File: src/rtl/core/liwt_pkg.sv
`default_nettype none
package liwt_pkg;

	localparam int unsigned RegW  = 8;
	localparam int unsigned ModeW = 2;
	localparam int unsigned IdxW  = 2;

	typedef logic [RegW-1:0]  count_t;
	typedef logic [ModeW-1:0] mode_t;
	typedef logic [IdxW-1:0]  reg_idx_t;

	localparam mode_t MODE_IDLE    = 2'd0;
	localparam mode_t MODE_MEASURE = 2'd1;
	localparam mode_t MODE_RUN     = 2'd2;

	localparam reg_idx_t REG_RELOAD_TICKS = 2'd0;
	localparam reg_idx_t REG_FLOOR_TICKS  = 2'd1;
	localparam reg_idx_t REG_ON_TICKS     = 2'd2;

	localparam count_t RELOAD_TICKS_RST = 8'd30;
	localparam count_t FLOOR_TICKS_RST  = 8'd10;
	localparam count_t ON_TICKS_RST     = 8'd1;
	localparam count_t COUNT_MAX        = 8'd255;

	localparam logic OP_TICK   = 1'b0;
	localparam logic OP_SWITCH = 1'b1;

	typedef struct packed {
		logic  wiper_drive;
		mode_t mode_now;
	} result_t;

endpackage
`default_nettype wire

File: src/rtl/core/learned_interval_wiper_timer.sv
// Intermittent wiper delay timer that learns its interval.
// Input channel (in_valid/in_ready): each transfer is either a timer tick
// (opcode 0) or a sample of the switch level (opcode 1, switch_engaged).
// Output channel (out_valid/out_ready): exactly one result per input item,
// carrying wiper_drive and mode_now as they stand after that item.
// Configuration: cfg_we writes cfg_data into register cfg_index
// (0 reload period, 1 smallest learned period, 2 drive ticks per cycle;
// index 3 ignored).
// Each result is registered, in the result register or, while a result
// waits, in the skid register. Throughput: one item per cycle while in_ready
// is high; one compare/increment stage lies between state and result registers.
// Stall: a second item is still taken while a result waits; it lands in a
// one-entry skid register, and in_ready drops only while that is full.
// Reset (arst_n low): idle mode, counter at 30, learned period 0, switch
// released, registers at 30/10/1, both result registers empty.
`default_nettype none
module learned_interval_wiper_timer
	import liwt_pkg::*;
(
	input  wire logic         clk,
	input  wire logic         arst_n,
	input  wire logic         cfg_we,
	input  wire reg_idx_t     cfg_index,
	input  wire count_t       cfg_data,
	input  wire logic         in_valid,
	output logic              in_ready,
	input  wire logic         opcode,
	input  wire logic         switch_engaged,
	output logic              out_valid,
	input  wire logic         out_ready,
	output logic              wiper_drive,
	output mode_t             mode_now
);

	count_t  reload_ticks_q, floor_ticks_q, on_ticks_q;
	mode_t   mode_q, mode_n;
	count_t  tick_q, tick_n;
	count_t  learned_q, learned_n;
	logic    last_switch_q, last_switch_n;
	logic    accept;
	result_t res_n, out_q, skid_q;
	logic    out_v_q, skid_v_q;

	always_ff @(posedge clk or negedge arst_n) begin
		if (!arst_n) begin
			reload_ticks_q <= RELOAD_TICKS_RST;
			floor_ticks_q  <= FLOOR_TICKS_RST;
			on_ticks_q     <= ON_TICKS_RST;
		end else if (cfg_we) begin
			case (cfg_index)
				REG_RELOAD_TICKS: reload_ticks_q <= cfg_data;
				REG_FLOOR_TICKS:  floor_ticks_q  <= cfg_data;
				REG_ON_TICKS:     on_ticks_q     <= cfg_data;
				default: ;
			endcase
		end
	end

	assign in_ready = !skid_v_q;
	assign accept   = in_valid && in_ready;

	always_comb begin
		mode_n        = mode_q;
		tick_n        = tick_q;
		learned_n     = learned_q;
		last_switch_n = last_switch_q;
		if (opcode == OP_TICK) begin
			case (mode_q)
				MODE_MEASURE: begin
					// overflow while measuring aborts to idle
					if (tick_q == COUNT_MAX) begin
						mode_n = MODE_IDLE;
						tick_n = reload_ticks_q;
					end else begin
						tick_n = tick_q + 8'd1;
					end
				end
				MODE_RUN: begin
					if (tick_q == learned_q) tick_n = '0;
					else tick_n = tick_q + 8'd1;
				end
				default: ;
			endcase
		end else if (switch_engaged != last_switch_q) begin
			last_switch_n = switch_engaged;
			if (switch_engaged) begin
				learned_n = (tick_q < floor_ticks_q) ? floor_ticks_q : tick_q;
				tick_n    = '0;
				mode_n    = MODE_RUN;
			end else if (mode_q != MODE_IDLE) begin
				mode_n = MODE_MEASURE;
			end
		end
		res_n.wiper_drive = (mode_n == MODE_RUN) && (tick_n < on_ticks_q);
		res_n.mode_now    = mode_n;
	end

	always_ff @(posedge clk or negedge arst_n) begin
		if (!arst_n) begin
			mode_q        <= MODE_IDLE;
			tick_q        <= RELOAD_TICKS_RST;
			learned_q     <= '0;
			last_switch_q <= 1'b0;
		end else if (accept) begin
			mode_q        <= mode_n;
			tick_q        <= tick_n;
			learned_q     <= learned_n;
			last_switch_q <= last_switch_n;
		end
	end

	always_ff @(posedge clk or negedge arst_n) begin
		if (!arst_n) begin
			out_v_q  <= 1'b0;
			skid_v_q <= 1'b0;
		end else if (!out_v_q || out_ready) begin
			// output slot frees up: refill from skid first, then new item
			out_v_q  <= skid_v_q || accept;
			skid_v_q <= 1'b0;
		end else if (accept) begin
			skid_v_q <= 1'b1;
		end
	end

	always_ff @(posedge clk) begin
		if (!out_v_q || out_ready) begin
			if (skid_v_q) out_q <= skid_q;
			else if (accept) out_q <= res_n;
		end else if (accept) begin
			skid_q <= res_n;
		end
	end

	assign out_valid   = out_v_q;
	assign wiper_drive = out_q.wiper_drive;
	assign mode_now    = out_q.mode_now;

`ifndef SYNTHESIS
	a_skid_needs_out: assert property (@(posedge clk) disable iff (!arst_n)
		skid_v_q |-> out_v_q)
		else $error("skid entry held without a pending output");

	a_stall_to_skid: assert property (@(posedge clk) disable iff (!arst_n)
		(out_v_q && !out_ready && accept) |=> skid_v_q)
		else $error("item taken under stall not held in skid");

	a_drive_only_run: assert property (@(posedge clk) disable iff (!arst_n)
		(out_valid && wiper_drive) |-> (mode_now == MODE_RUN))
		else $error("drive high outside running mode");

	a_run_count_bound: assert property (@(posedge clk) disable iff (!arst_n)
		(mode_q == MODE_RUN) |-> (tick_q <= learned_q))
		else $error("running count beyond learned period");
`endif

endmodule
`default_nettype wire

File: config.mk
export PLATFORM = sky130hd
export DESIGN_NAME = learned_interval_wiper_timer
export DESIGN_NICKNAME = d
export VERILOG_FILES = /design/src/rtl/core/liwt_pkg.sv /design/src/rtl/core/learned_interval_wiper_timer.sv
export SDC_FILE = /design/constraint.sdc
export NUM_CORES = 1
export LEC_CHECK = 0
export BUFFER_PORTS_ARGS = -buffer_cell sky130_fd_sc_hd__buf_4
export CAP_MARGIN = 30
export CORE_AREA = 5 5 88 74
export CTS_CLUSTER_DIAMETER = 200
export DETAILED_ROUTE_END_ITERATION = 16
export DIE_AREA = 0 0 93 79
export HOLD_SLACK_MARGIN = 0.15
export PLACE_DENSITY = 0.85
export SLEW_MARGIN = 25
export SYNTH_ARGS = -nofsm -noshare
export SYNTH_HDL_FRONTEND = slang
export SYNTH_SLANG_ARGS = --single-unit
File: constraint.sdc
create_clock -name clk -period 3.5 [get_ports clk]
set_input_delay 0.7 -clock clk [delete_from_list [all_inputs] [get_ports clk]]
set_output_delay 0.7 -clock clk [all_outputs]
set_load 0.02 [all_outputs]
==> impl_metrics.tcl <==
set metrics [dict create \
    tightest_slew_ns 0.892 \
    drc_errors 0 \
    yosysUniqueCellTypes 57 \
    power.net_switching_uw 693 \
    grt_pass1_wl_um 12100 \
    dp_hpwl_um 5470 \
    powerDensity_nw_per_um2 549 \
    peakVddDrop_v 0.000268 \
    antenna_found_initial 0 \
    cts_setup_buffers 0 \
    maxSlewHeadroom_pct 40.3 \
    swShare_pct 35.9 \
    synth_edf_count 6 \
    grt_max_degree 46 \
    dpl_worst_slack_ns 0.150 \
    ys_warn_count 0 \
    cts_tree "built" \
    place.gp.congestion 0.968 \
    intPower_uw 1240 \
    final_area_um2 3520 \
    required_ns 3.69 \
    syn_to_final_growth_pct 10.4 \
    syn_inst 311 \
    cts_buffer_depth 2 \
    clk_latency_ns 0.30 \
    synthTopCellsByArea "dfrtp_1 27%, mux2_2 9.5%, dfstp_2 9.1%" \
    finalHoldViolations 0 \
    critPathLaunchType "flop" \
    cts_root_buf "clkbuf_8" \
    status "completed" \
    final_common_cell "dfrtp_1" \
    viasPerCell 6.18 \
    grt_pass1_vias 2307 \
    worstSetupPathType "flop to flop" \
    syn_nets 346 \
    finalSetupViolations 0 \
    cts.sinks 51 \
    place_area_um2 3390 \
    min_path_type "primary input to asynchronous set/reset pin" \
    num_antenna_cells 0 \
    p_seq_share_pct 45.2 \
    dieArea_um2 7350 \
    worstPathMaxFanout 7 \
    arrival_ns 3.54 \
    port_buffers 21 \
    cts.htree.levels 2 \
    ant_nets 0 \
    whs_ns 0.377 \
    ys_seq_elements 51 \
    cts_inserted_buffers 5 \
    rsz0062_at_grt "no" \
    ys_async_sr_fraction_pct 88.2 \
    vias 2489 \
    wl_per_cell_um 18.4 \
    nFillCells 447 \
    layout_common_cells "34 x dfrtp_1, 30 x nand2_1, 30 x buf_4, 27 x mux2_2, 21 x inv_1" \
    clkPwrFrac_pct 21.7 \
    layout_min_cycle_time_ns 3.35 \
    maxCapViolations 0 \
    slew_violations 0 \
    firstDrtPassIters 5 \
    worst_slack_ns 0.150 \
    synth_top_area_share_pct 26.7 \
    final.period_utilization_pct 95.7 \
    wirelength_um 7400 \
    multi_input_area_um2 1700 \
    drive_above_1_share_pct 27.4 \
    overflow 0 \
    syn_area_per_cell_um2 10.2 \
    fp.dieH_um 79 \
    synth_area_um2 3190 \
    finClkSkew_ns 0.00333 \
    rows 25 \
    critPathCaptureType "flop" \
    top_level_ports 22 \
    fmax_mhz 298 \
    initial_utilization_pct 56.6 \
    tns_ns 0 \
    synth_seq_area_share_pct 41.4 \
    combPwrFrac_pct 33.1 \
    die-width_um 93 \
    fin_nets 370 \
    synth_ff_type "dfrtp_1" \
    clk_pin_slew_ns 0.10 \
    grtUsageTotal_pct 21.1 \
    yosys.area.top_type "dfrtp_1" \
    p_leak_uw 0.00155 \
    seqCellArea_um2 1320 \
    coreArea_um2 5630 \
    first_iter_violations 393 \
]
per-layer routing:
layer	share of wire [%]	GRT usage (%)	vias up
li1	-	-	1157
met1	46	31.6	1217
met2	46	32.2	107
met3	7.3	3.98	8
met4	0.89	4.10	0
met5	0	0	-
worst max-delay path: stages (launching register included):
cell	delay [ns]
dfstp_2	0.63
ha_2	0.26
nand4_4	0.16
nor2_1	0.18
mux2_2	0.36
a22oi_2	0.15
o21ai_0	0.12
ha_1	0.31
a21o_1	0.17
a21o_1	0.21
a2111oi_4	0.34
o31a_1	0.21
mux2_4	0.14
synth_stat cells, types with 3 or more instances:
library cell / number
nor3_1: 3
dfstp_2: 11
edfxtp_1: 6
a31oi_1: 9
nand3_1: 16
a21oi_1: 9
inv_1: 21
o21a_1: 4
dfrtp_1: 34
buf_6: 6
ha_1: 18
mux2_2: 27
nor2_1: 20
o21ai_1: 3
a21o_1: 4
o21ai_0: 20
nand2b_1: 7
xor2_1: 9
nand2_1: 30
nor2b_1: 3
cells by family (layout without fill, tap and decap cells):
family | after synthesis | in the layout | synth area share [%]
AND/OR/NAND/NOR | 95 | 95 | 15.4
buffers and inverters | 35 | 60 | 5.85
XOR/XNOR | 11 | 11 | 3.26
flip-flops | 51 | 51 | 41.4
AO/OA/AOI/OAI | 73 | 73 | 17.0
adder cells (fa/ha/maj) | 18 | 18 | 7.07
multiplexers | 28 | 28 | 10.0
per-stage QoR:
| step | instances | utilization [%] | total power (uW) |
|---|---|---|---|
| after floorplan | 311 | - | 1330 |
| after global placement | 395 | 60.2 | 1470 |
| after detailed placement | 395 | 60.2 | 1490 |
| after CTS | 403 | 62.2 | 1910 |
| after global routing | 403 | 62.5 | 2050 |
| final | 403 | 62.5 | 1930 |
flip-flops by register name, indices dropped and copies added, names as in the netlist:
| name | count |
|---|---|
| mode_now | 2 |
| last_switch_q | 1 |
| skid_q | 3 |
| learned_q | 8 |
| wiper_drive | 1 |
| out_valid | 1 |
| reload_ticks_q | 8 |
| mode_q | 2 |
| on_ticks_q | 8 |
| floor_ticks_q | 8 |
| tick_q | 8 |
| skid_v_q | 1 |
area by class of cell:
type	count	area share (%)
clock buffer	6	2.06
inverter	22	2.35
timing repair buffer	30	6.40
sequential	51	37.5
tap	67	2.38
clock inverter	2	1.10
multi-input combinational	225	48.2
what timing repair did:
item	in CTS	in global routing
hold buffers	0	0
resized for setup	0	3
setup endpoints to repair	0	1
endpoints found under the hold margin	0	0
power groups by stage:
stage                     sequential, uW  combinational, uW  clock [uW]
final                                873                640         419
after global routing                 888                706         452
after CTS                            869                621         422
after detailed placement             880                614           0
after global placement               872                596           0
after floorplan                      825                501           0
worst paths after layout:
| path | startpoint | to | slack, ns | cells after the start |
|---|---|---|---|---|
| max reg2reg | tick_q[1] | wiper_drive | 0.15 | 12 |
| min | arst_n | learned_q[7] | 0.38 | 1 |
| min reg2reg | on_ticks_q[5] | on_ticks_q[5] | 0.52 | 1 |
| max | tick_q[1] | wiper_drive | 0.15 | 12 |
| min in group clk | on_ticks_q[5] | on_ticks_q[5] | 0.52 | 1 |
| max in group asynchronous | arst_n | last_switch_q | 2.73 | 1 |
Note: power is estimated with default switching activity, not from simulation.
